**src/rtl/pasd_pkg.sv**
```systemverilog
// Shared types, constants and pattern tables for the prologue arg-save detector.
package pasd_pkg;

  localparam int REG_ARGS         = 6;
  localparam int MAX_PROLOG_BYTES = 64;
  localparam int TABLE_LEN        = 6;

  // rsp-to-rbp moves, 3 bytes, little-endian
  localparam logic [23:0] MOVE_A = 24'he58948;
  localparam logic [23:0] MOVE_B = 24'hec8b48;

  localparam logic [7:0] PUSH_RBP = 8'h55;
  localparam logic [7:0] PUSH_ALT = 8'hcc;

  localparam logic [1:0] KIND_NONE   = 2'd0;
  localparam logic [1:0] KIND_TRAD   = 2'd1;
  localparam logic [1:0] KIND_STRUCT = 2'd2;

  typedef struct packed {
    logic       valid;
    logic [1:0] kind;
  } pasd_result_t;

  function automatic logic [31:0] move_code(input logic [2:0] idx);
    logic [31:0] code;
    case (idx)
      3'd0:    code = 32'hf87d8948;
      3'd1:    code = 32'hf0758948;
      3'd2:    code = 32'he8558948;
      3'd3:    code = 32'he04d8948;
      3'd4:    code = 32'hd845894c;
      3'd5:    code = 32'hd04d894c;
      default: code = 32'h0;
    endcase
    return code;
  endfunction

  function automatic logic [15:0] push_code(input logic [2:0] idx);
    logic [15:0] code;
    case (idx)
      3'd0:    code = 16'h0057;
      3'd1:    code = 16'h0056;
      3'd2:    code = 16'h0052;
      3'd3:    code = 16'h0051;
      3'd4:    code = 16'h5041;
      3'd5:    code = 16'h5141;
      default: code = 16'h0;
    endcase
    return code;
  endfunction

  function automatic logic move_hit(input logic [3:0] idx, input logic [31:0] value);
    logic ok;
    ok = (idx < 4'(TABLE_LEN)) && (idx < 4'(REG_ARGS));
    return ok && (move_code(idx[2:0]) == value);
  endfunction

  function automatic logic push_hit(input logic [2:0] idx, input logic [15:0] value);
    logic ok;
    ok = (idx < 3'(TABLE_LEN)) && (idx < 3'(REG_ARGS));
    return ok && (push_code(idx) == value);
  endfunction

endpackage

```
**src/rtl/pasd_core.sv**
```systemverilog
// Per-byte state update: frame-pointer test, three save matchers, classification.
module pasd_core
  import pasd_pkg::*;
(
  input  logic         clk,
  input  logic         rst_n,
  input  logic         step,
  input  logic [7:0]   code_byte,
  input  logic         first_byte,
  input  logic         last_byte,
  input  logic [7:0]   arg_count,
  input  logic         struct_return,
  output pasd_result_t result
);

  logic [31:0] window_r, window_nxt, window_b;
  logic [7:0]  pos_r, pos_nxt, pos_b;
  logic [2:0]  limit_r, limit_nxt, limit_b;
  logic        start_r, start_nxt, start_b;
  logic        push_seen_r, push_seen_nxt, push_seen_b;
  logic        frame_r, frame_nxt, frame_b;
  logic [2:0]  fidx_r, fidx_nxt, fidx_b;
  logic [3:0]  ridx_r, ridx_nxt, ridx_b;
  logic [2:0]  pidx_r, pidx_nxt, pidx_b;
  logic [1:0]  skip0_r, skip0_nxt, skip0_b;
  logic [1:0]  skip1_r, skip1_nxt, skip1_b;
  logic [1:0]  skip2_r, skip2_nxt, skip2_b;
  logic [2:0]  done_r, done_nxt, done_b;

  logic [8:0]  eff_sum;
  logic [2:0]  eff;
  logic [3:0]  split;
  logic [23:0] w3;
  logic [1:0]  kind;

  // first byte starts from a clean slate with the sampled counts
  always_comb begin
    eff_sum = {1'b0, arg_count} + 9'(struct_return);
    eff     = (eff_sum > 9'(REG_ARGS)) ? 3'(REG_ARGS) : eff_sum[2:0];
    if (first_byte) begin
      window_b    = '0;
      pos_b       = '0;
      limit_b     = eff;
      start_b     = struct_return;
      push_seen_b = 1'b0;
      frame_b     = 1'b0;
      fidx_b      = '0;
      ridx_b      = (eff != 3'd0) ? {1'b0, eff - 3'd1} : 4'd0;
      pidx_b      = {2'b0, struct_return};
      skip0_b     = '0;
      skip1_b     = '0;
      skip2_b     = '0;
      done_b      = '0;
    end else begin
      window_b    = window_r;
      pos_b       = pos_r;
      limit_b     = limit_r;
      start_b     = start_r;
      push_seen_b = push_seen_r;
      frame_b     = frame_r;
      fidx_b      = fidx_r;
      ridx_b      = ridx_r;
      pidx_b      = pidx_r;
      skip0_b     = skip0_r;
      skip1_b     = skip1_r;
      skip2_b     = skip2_r;
      done_b      = done_r;
    end
  end

  always_comb begin
    window_nxt    = window_b;
    limit_nxt     = limit_b;
    start_nxt     = start_b;
    push_seen_nxt = push_seen_b;
    frame_nxt     = frame_b;
    fidx_nxt      = fidx_b;
    ridx_nxt      = ridx_b;
    pidx_nxt      = pidx_b;
    skip0_nxt     = skip0_b;
    skip1_nxt     = skip1_b;
    skip2_nxt     = skip2_b;
    done_nxt      = done_b;
    pos_nxt       = (pos_b != 8'hff) ? pos_b + 8'd1 : 8'hff;
    split         = 4'd8 - {3'b0, start_b};
    w3            = '0;

    if (pos_b < 8'(MAX_PROLOG_BYTES)) begin
      window_nxt = {code_byte, window_b[31:8]};
      w3         = window_nxt[31:8];

      if (!push_seen_b) begin
        if (code_byte == PUSH_RBP || code_byte == PUSH_ALT)
          push_seen_nxt = 1'b1;
      end else if (pos_b >= 8'd2) begin
        if (w3 == MOVE_A || w3 == MOVE_B)
          frame_nxt = 1'b1;
      end

      // forward order
      if (pos_b >= 8'd7 && !done_b[0]) begin
        if (skip0_b != 2'd0) begin
          skip0_nxt = skip0_b - 2'd1;
        end else if (move_hit({1'b0, fidx_b}, window_nxt)) begin
          skip0_nxt = 2'd3;
          fidx_nxt  = fidx_b + 3'd1;
          if (fidx_nxt >= limit_b)
            done_nxt[0] = 1'b1;
        end
      end

      // reverse order
      if (pos_b >= 8'd7 && !done_b[1]) begin
        if (skip1_b != 2'd0) begin
          skip1_nxt = skip1_b - 2'd1;
        end else if (move_hit(ridx_b, window_nxt)) begin
          skip1_nxt = 2'd3;
          if (ridx_b <= {3'b0, start_b})
            done_nxt[1] = 1'b1;
          else
            ridx_nxt = ridx_b - 4'd1;
        end
      end

      // pushes: single bytes early, 2-byte words after the split
      if (!done_b[2]) begin
        if (pos_b >= 8'd4 && pos_b < {4'b0, split}) begin
          if (!last_byte && push_hit(pidx_b, {8'h0, code_byte})) begin
            pidx_nxt = pidx_b + 3'd1;
            if (pidx_nxt >= limit_b)
              done_nxt[2] = 1'b1;
          end
        end else if (pos_b > {4'b0, split}) begin
          if (skip2_b != 2'd0) begin
            skip2_nxt = skip2_b - 2'd1;
          end else if (push_hit(pidx_b, window_nxt[31:16])) begin
            skip2_nxt = 2'd1;
            pidx_nxt  = pidx_b + 3'd1;
            if (pidx_nxt >= limit_b)
              done_nxt[2] = 1'b1;
          end
        end
      end
    end
  end

  always_comb begin
    kind = KIND_NONE;
    if (limit_nxt != 3'd0 && frame_nxt) begin
      if (done_nxt[0])
        kind = start_nxt ? KIND_STRUCT : KIND_TRAD;
      else if (done_nxt[1] || done_nxt[2])
        kind = KIND_TRAD;
    end
    result.valid = step && last_byte;
    result.kind  = kind;
  end

  always_ff @(posedge clk) begin
    if (!rst_n || (step && last_byte)) begin
      window_r    <= '0;
      pos_r       <= '0;
      limit_r     <= '0;
      start_r     <= 1'b0;
      push_seen_r <= 1'b0;
      frame_r     <= 1'b0;
      fidx_r      <= '0;
      ridx_r      <= '0;
      pidx_r      <= '0;
      skip0_r     <= '0;
      skip1_r     <= '0;
      skip2_r     <= '0;
      done_r      <= '0;
    end else if (step) begin
      window_r    <= window_nxt;
      pos_r       <= pos_nxt;
      limit_r     <= limit_nxt;
      start_r     <= start_nxt;
      push_seen_r <= push_seen_nxt;
      frame_r     <= frame_nxt;
      fidx_r      <= fidx_nxt;
      ridx_r      <= ridx_nxt;
      pidx_r      <= pidx_nxt;
      skip0_r     <= skip0_nxt;
      skip1_r     <= skip1_nxt;
      skip2_r     <= skip2_nxt;
      done_r      <= done_nxt;
    end
  end

`ifndef ASSERT_OFF
  a_clear_after_last: assert property (@(posedge clk) disable iff (!rst_n)
    step && last_byte |=> pos_r == 8'd0 && done_r == 3'd0 && limit_r == 3'd0)
    else $error("state not cleared after final byte");

  a_limit_range: assert property (@(posedge clk) disable iff (!rst_n)
    limit_r <= 3'(REG_ARGS))
    else $error("effective count above register arg count");

  a_struct_kind: assert property (@(posedge clk) disable iff (!rst_n)
    result.valid && result.kind == KIND_STRUCT |-> start_nxt && done_nxt[0])
    else $error("struct kind without struct return and forward match");
`endif

endmodule

```
**src/rtl/prolog_arg_save_detector.sv**
```systemverilog
// Top level: stream handshake, output register and the per-byte detector core.
//
//  channel | ports                                   | word
//  in      | in_tvalid/in_tready/in_tdata/in_tuser/  | one prologue byte plus counts
//          | in_tlast                                |
//  out     | out_tvalid/out_tready/out_tdata         | arg_kind, one per prologue
//
// One byte per cycle while in_tready is high; the state update for a byte is one combinational pass
// between the core's state registers and the output register.
// The result appears on out_tdata the cycle after the last byte is taken.
// in_tready drops only while a result sits in the output register unaccepted.
// rst_n is synchronous; reset clears all detector state and the output valid.
module prolog_arg_save_detector
  import pasd_pkg::*;
(
  input  logic        clk,
  input  logic        rst_n,
  input  logic        in_tvalid,
  output logic        in_tready,
  input  logic [23:0] in_tdata,   // [7:0] code_byte, [15:8] arg_count, [16] struct_return
  input  logic [0:0]  in_tuser,   // [0] first_byte
  input  logic        in_tlast,   // last_byte
  output logic        out_tvalid,
  input  logic        out_tready,
  output logic [7:0]  out_tdata   // [1:0] arg_kind
);

  logic         out_valid_r;
  logic [1:0]   out_kind_r;
  logic         in_accept;
  pasd_result_t res;

  assign in_tready = !out_valid_r || out_tready;
  assign in_accept = in_tvalid && in_tready;

  pasd_core u_core (
    .clk           (clk),
    .rst_n         (rst_n),
    .step          (in_accept),
    .code_byte     (in_tdata[7:0]),
    .first_byte    (in_tuser[0]),
    .last_byte     (in_tlast),
    .arg_count     (in_tdata[15:8]),
    .struct_return (in_tdata[16]),
    .result        (res)
  );

  always_ff @(posedge clk) begin
    if (!rst_n) begin
      out_valid_r <= 1'b0;
    end else if (res.valid) begin
      out_valid_r <= 1'b1;
    end else if (out_tready) begin
      out_valid_r <= 1'b0;
    end
  end

  always_ff @(posedge clk) begin
    if (res.valid)
      out_kind_r <= res.kind;
  end

  assign out_tvalid = out_valid_r;
  assign out_tdata  = {6'b0, out_kind_r};

`ifndef ASSERT_OFF
  a_last_gives_word: assert property (@(posedge clk) disable iff (!rst_n)
    in_accept && in_tlast |=> out_valid_r)
    else $error("final byte produced no result word");

  a_no_result_midstream: assert property (@(posedge clk) disable iff (!rst_n)
    in_accept && !in_tlast && !(out_valid_r && !out_tready) |=> !out_valid_r)
    else $error("result word without final byte");

  a_kind_legal: assert property (@(posedge clk) disable iff (!rst_n)
    out_valid_r |-> out_kind_r != 2'd3)
    else $error("illegal arg kind");
`endif

endmodule

```
**config.mk**
```make
export PLATFORM = sky130hd
export DESIGN_NAME = prolog_arg_save_detector
export DESIGN_NICKNAME = d
export VERILOG_FILES = /design/src/rtl/pasd_pkg.sv /design/src/rtl/pasd_core.sv /design/src/rtl/prolog_arg_save_detector.sv
export SDC_FILE = /design/constraint.sdc
export NUM_CORES = 1
export LEC_CHECK = 0
export BUFFER_PORTS_ARGS = -buffer_cell sky130_fd_sc_hd__clkbuf_2
export CAP_MARGIN = 20
export CORE_ASPECT_RATIO = 0.7
export CORE_MARGIN = 8
export CORE_UTILIZATION = 36
export CTS_BUF_LIST = sky130_fd_sc_hd__clkbuf_4
export CTS_CLUSTER_SIZE = 12
export DETAILED_ROUTE_END_ITERATION = 10
export HOLD_SLACK_MARGIN = 0.03
export PLACE_DENSITY = 0.51
export SETUP_SLACK_MARGIN = 0.02
export SLEW_MARGIN = 20
export SYNTH_ARGS = -nofsm -noshare
export SYNTH_HDL_FRONTEND = slang
export SYNTH_HIERARCHICAL = 1
export SYNTH_SLANG_ARGS = --single-unit
```
**constraint.sdc**
```tcl
create_clock -name clk -period 10.7 [get_ports clk]
set_input_delay 0.535 -clock clk [delete_from_list [all_inputs] [get_ports clk]]
set_output_delay 0.535 -clock clk [all_outputs]
set_load 0.005 [all_outputs]
```
# Word-level counts from Yosys, hierarchy flattened
# Index checks and enable logic that the tools add are counted.
# word_totals
ff_bits,60
input_bits,30
# classes
addsub,10
n_lt_le_gt_ge,13
eq_ne,24
muxes,92
reduce_logical,30
# ops
operator,count
$pmux W32 S6,2
$mux W32,8
$mux W16,8
$pmux W15 S6,1
$eq A32 B32 Y1,2
$mux W3,18
$eq A24 B24 Y1 const B,2
$mux W2,19
$mux W1,28
$mux W4,6
$eq A3 B2 Y1 const B,6
$eq A3 B3 Y1 const B,6
$eq A16 B16 Y1,1
$eq A16 B8 Y1,1
$ge A8 B3 Y1 const B,2
$mux W8,2
$logic_and A1 B1 Y1,11
$add A8 B1 Y9,1
$eq A3 B1 Y1 const B,3
$gt A9 B3 Y1 const B,1
$logic_not A3 Y1,3
$add A8 B1 Y8 const B,1
$eq A8 B7 Y1 const B,1
$eq A8 B8 Y1 const B,1
18 further kinds,35

# Logic depth before layout (Yosys ltp)
# logic_depth
depth_word,20
mapped_depth,16
depth_no_buf,16

# Cells and area by module
# The synthesis kept the hierarchy.
# by_module_without_submodules
mod,n_inst,cells_each,area_each_um2
pasd_core,1,609,4509.3
prolog_arg_save_detector,1,14,166.4

# Worst setup path before layout
# Ideal clock, no wire load.
# synth_path
path_kind,input to register
start,input in_tdata[8]
end,"register out_kind_r[0], data pin"
setup_time_ns,0.158
arrival_ns,3.715
path_slack_ns,6.827
cell_stages,15
path_cell_list,ha_1 ha_1 xor2_1 mux2_4 o31ai_4 inv_2 ha_1 ha_1 nor3_1 a41oi_1 o32ai_1 and4b_4 nand3_4 or2_0 a211oi_2
# synth_via
elab_chain_cells,20
elab_cells_between_ends,45
cone_classes,add/sub: 2; order compare: 5; eq/ne: 6; mux: 26; reduce/logical: 6
# synth_rtl
element,line_no,rtl
"start, declared",prolog_arg_save_detector.sv:20,"input logic [23:0] in_tdata,"
$add A8 B1 Y9 *,pasd_core.sv:38,"eff_sum = {1'b0, arg_count} + 9'(struct_return);"
$gt A9 B3 Y1,pasd_core.sv:39,eff = (eff_sum > 9'(REG_ARGS)) ? 3'(REG_ARGS) : eff_sum[2:0];
$mux W3 *,pasd_core.sv:39,
$sub A3 B1 Y3 or $reduce_bool A3 Y1 (tied branches),pasd_core.sv:48,"ridx_b = (eff != 3'd0) ? {1'b0, eff - 3'd1} : 4'd0;"
$mux W3,pasd_core.sv:48,
$mux W4,pasd_core.sv:40,if (first_byte) begin
"$eq A3 B3 Y1, or another cell as far along",pasd_pkg.sv:26,case (idx)
$pmux W32 S6,pasd_pkg.sv:26,
[4 not listed],n/a,
$logic_and A1 B1 Y1,pasd_pkg.sv:55,return ok && (move_code(idx[2:0]) == value);
$mux W1,pasd_core.sv:116,"end else if (move_hit(ridx_b, window_nxt)) begin"
$mux W1,pasd_core.sv:114,if (skip1_b != 2'd0) begin
$mux W1,pasd_core.sv:113,if (pos_b >= 8'd7 && !done_b[1]) begin
$mux W3,pasd_core.sv:88,if (pos_b < 8'(MAX_PROLOG_BYTES)) begin
$logic_or A1 B1 Y1,pasd_core.sv:152,else if (done_nxt[1] || done_nxt[2])
$mux W1,pasd_core.sv:152,
$mux W2,pasd_core.sv:150,if (done_nxt[0])
"end signal, assigned",prolog_arg_save_detector.sv:60,out_kind_r <= res.kind;
"end, declared",prolog_arg_save_detector.sv:29,logic [1:0] out_kind_r;
# Every way passes the cells marked *; elsewhere a longest branch is shown, timed or not. The select of a mux whose other input is x is not followed.
# A chain may end at the register's enable or synchronous reset.

# Final worst setup path
# layout_path
start,input in_tuser
end,"register out_kind_r[0], data pin"
# layout_via
elab_chain_cells,19
elab_cells_between_ends,109
cone_classes,add/sub: 3; order compare: 12; eq/ne: 21; mux: 53; reduce/logical: 20
# layout_rtl
element,line_no,rtl
"start, declared",prolog_arg_save_detector.sv:21,"input logic [0:0] in_tuser,"
$mux W3,pasd_core.sv:40,
"$eq A3 B3 Y1, or another cell as far along",pasd_pkg.sv:40,case (idx)
$pmux W15 S6,pasd_pkg.sv:40,
$mux W16,pasd_core.sv:134,if (skip2_b != 2'd0) begin
$mux W16,pasd_core.sv:133,"end else if (pos_b > {4'b0, split}) begin"
$mux W16,pasd_core.sv:127,"if (pos_b >= 8'd4 && pos_b < {4'b0, split}) begin"
$mux W16,pasd_core.sv:126,if (!done_b[2]) begin
$mux W16,pasd_core.sv:88,
[3 not listed],n/a,
$mux W1,pasd_core.sv:134,
$mux W1,pasd_core.sv:133,
$mux W1,pasd_core.sv:127,
$mux W1,pasd_core.sv:126,
$mux W3,pasd_core.sv:88,
$logic_or A1 B1 Y1,pasd_core.sv:152,
$mux W1,pasd_core.sv:152,
$mux W2,pasd_core.sv:150,
# Several ways; a longest one is shown, not always the timed one. The select of a mux whose other input is x is not followed.

==> flow_summary_export.csv <==
group,metric,value,unit
drt,drt_iter0_markers,411,
final_layout,final_common_cell,"nor2_1",
logic_synthesis,synthTopCellsByArea,"dfxtp_1 (25%), ha_1 (8.0%), a21oi_1 (7.2%)",
placed_design,io_buffers,26,
power,p_int,0.3179,mW
final_layout,fill_cells,1314,
logic_synthesis,syn_area_per_cell,7.505,µm²
drt,ant_nets,0,
run_status,status,"complete, no violations",
floorplan,core-area,12550,µm²
setup_path,crit_end,"out_kind_r[0]",
cts,clk_pin_slew,0.10,ns
placed_design,post-place-ws,5.987,ns
drt,firstDrtPassIters,5,
sta,hold_viol,0,
setup_path,crit_path_end_kind,"register",
power,combPwrFrac,20.4,%
drt,top_layer,"met4",
sta,maxSlewViolCount,0,
final_layout,nNetsFinal,685,
logic_synthesis,synth-seq-cells,60,
sta,worst_slack,6.357,ns
logic_synthesis,async_reset_ff_share,0,%
cts,htreeDepth,3,
logic_synthesis,yosysTopAreaCell,"dfxtp_1",
power,p_seq_share,49.9,%
drt,drt-met1-wl,7.201,mm
setup_path,worst-setup-path-type,"in2reg",
sta,finalClockSkew,0.01276,ns
global_route,antenna_found_initial,0,
setup_path,reg2reg_from,"u_core/pidx_r[0]",
setup_path,r2r_end,"out_kind_r[0]",
logic_synthesis,synth_area,4676,µm²
power,peakVddDrop,0.04757,mV
global_route,gr-total-overflow,0,
power,p_leak,1.960,nW
global_route,grt_usage,16.35,%
global_route,grt_max_degree,46,
floorplan,initial_core_util,37.26,%
setup_path,cp.arrival,4.59,ns
global_route,grt_first_pass_wirelength,22.69,mm
setup_path,worst_setup_path_start_kind,"input pin",
logic_synthesis,seq_area_frac_synth,26.12,%
floorplan,ios,40,
logic_synthesis,synth_cell_types,81,
sta,rsz0062_at_grt,"no",
cts,cts-hold-fix-buffers,0,
final_layout,mostFrequentLayoutCells,"nor2_1 (70), a21oi_1 (67), dfxtp_1 (58)",
sta,worst_pin_slew,0.6086,ns
cts,cts_tree,"yes",
power,p_per_area,96.63,nW/µm²
power,power,0.4804,mW
cts,cts_sinks,60,
setup_path,r2r_slack,7.21,ns
final_layout,final_layout_size_suffix_gt1_share,11.27,%
setup_path,startpoint,"in_tuser",
sta,setup_tns,0,ns
cts,cts_inserted_buffers,9,
cts,cts_setup_buffers,0,
floorplan,die_h,111.4,µm
drt,wirelength,14.08,mm
drt,wl_met3,829,µm
drt,wl_per_cell,17.78,µm
floorplan,dieArea,16950,µm²
final_layout,area_growth,6.315,%
sta,setup_viol,0,
logic_synthesis,synth_top_area_share,24.83,%
final_layout,final-seq-area,1221,µm²
sta,slew_headroom,59.43,%
final_layout,multi_input_area,3168,µm²
cts,postCtsResizedCells,0,
final_layout,fin_cells,792,
global_route,grt_pass1_vias,4260,
power,pwr-share-clk,29.7,%
placed_design,dp_hpwl,10.07,mm
placed_design,placed_cells_incl_taps,776,
setup_path,reg2reg_depth,12,
floorplan,rows,34,
power,switchingPower,0.1625,mW
worst_hold_path,hp-class,"in2reg",
drt,wl_met2,5.953,mm
setup_path,required,10.95,ns
cts,cts_root_buffer,"clkbuf_4",
flow_run,drv_cap,0,
cts,clk_latency,0.42,ns
logic_synthesis,synth_top_flop_cell,"dfxtp_1",
drt,avgViaCountPerCell,5.716,
drt,via_count,4527,
logic_synthesis,synth-edff-count,2,
logic_synthesis,synthCells,623,
placed_design,gp_congestion,0.8983,
setup_path,crit_fanout,42,
sta,fmaxAchievable,0.2302,GHz
drt,drc,0,
sta,fin_crit_sh,40.59,%
floorplan,die_w,152.2,µm
power,p_sw_share,33.83,%
logic_synthesis,yosys_warnings,6,
cts,clockBufferDepth,2,
sta,post-route-min-period,4.343,ns
final_layout,num_antenna_cells,0,
## stage by stage
| step | utilization, % | hold slack, ns | cell area, µm² |
|---|---|---|---|
| after floorplan | - | 0.4279 | 4695 |
| final | 39.61 | 0.3756 | 4971 |
| after CTS | 39.61 | 0.3510 | 4971 |
| after detailed placement | 38.76 | 0.4477 | 4865 |
| after global placement | 38.76 | 0.4410 | 4865 |
| after global routing | 39.61 | 0.3621 | 4971 |
## cells by family (layout without fill, tap and decap cells)
logic type,Yosys count,count (layout),share of synthesized area [%]
and+or+nand+nor,267,267,31.15
AOI/OAI and AO/OA,170,170,22.96
buffers and inverters,72,74,6.609
DFF,60,60,26.12
adders and majority gates,30,30,8.028
xor gates and xnor gates,12,12,2.408
muxes,11,11,2.649
other,1,6,0.08020
## critical path, cell delays in order
cell and delay, ns:
clkbuf_2 0.39, buf_4 0.49, inv_1 0.10, a21boi_0 0.48, inv_1 0.23, ha_1 0.24
ha_1 0.19, nor2_1 0.15, a21oi_1 0.09, a2111oi_0 0.50, nand4b_1 0.25, o32ai_2 0.31
a21oi_1 0.20, nor3b_1 0.19, a211oi_2 0.22
## power by group through the flow
stage / Combinational (mW) / Clock (mW) / Sequential, mW
2_1_floorplan: 0.0741 / 0 / 0.238
3_3_place_gp: 0.0951 / 0 / 0.244
3_5_place_dp: 0.0968 / 0 / 0.245
4_1_cts: 0.0973 / 0.148 / 0.240
5_1_grt: 0.109 / 0.157 / 0.241
6_report: 0.0979 / 0.143 / 0.240
## worst min path at each step
stage | start | end | cells past startpoint
3_3_place_gp | u_core/fidx_r[0] | u_core/fidx_r[0] | 2
6_report | rst_n | out_tvalid | 2
5_1_grt | rst_n | out_tvalid | 2
2_1_floorplan | u_core/push_seen_r | u_core/push_seen_r | 2
3_5_place_dp | u_core/push_seen_r | u_core/push_seen_r | 2
4_1_cts | rst_n | out_tvalid | 2
## cell usage after synthesis (3+ instances only)
library cell and n:
a211oi_1 5, a21o_1 7, a21oi_1 67, a22oi_1 5, a31oi_1 4, a32o_1 3, a41oi_1 3, and2_1 4
and3_1 16, buf_2 7, buf_4 6, clkbuf_1 32, dfxtp_1 58, ha_1 30, inv_1 23, inv_2 3
mux2i_1 6, nand2_1 52, nand2b_1 16, nand3_1 18, nand4_1 12, nand4b_1 4, nor2_1 70, nor2b_1 19
nor3_1 14, nor3b_1 3, nor4_1 9, nor4b_1 3, nor4bb_1 3, o211ai_1 3, o21a_1 3, o21ai_0 40
o22ai_1 5, o311ai_0 3, or2_1 3, xnor2_1 7, xor2_1 4
## cell type report
type	instances	area share, %
multi-input cells	496	63.73
well taps	162	4.078
repair buffers	32	3.524
clock inverters	4	0.3272
clock buffers	12	1.812
flip-flops and latches	60	24.57
inverters	26	1.963
## routing by layer
metal,vias up,global-route usage (%)
li1,2224,-
met4,0,3.517
met1,2182,23.51
met5,-,0
met3,10,3.553
met2,111,24.40
## state kept, by name (all words and copies together), names as in the netlist
| name | cells |
|---|---|
| u_core/window_r | 24 |
| u_core/skip2_r | 2 |
| out_kind_r | 2 |
| u_core/skip1_r | 2 |
| u_core/skip0_r | 2 |
| u_core/start_r | 1 |
| u_core/fidx_r | 3 |
| u_core/done_r | 3 |
| u_core/pidx_r | 3 |
| u_core/frame_r | 1 |
| u_core/limit_r | 3 |
| out_tvalid | 1 |
| u_core/ridx_r | 4 |
| u_core/push_seen_r | 1 |
| u_core/pos_r | 8 |
No activity file was read; power rests on OpenSTA's default activity.
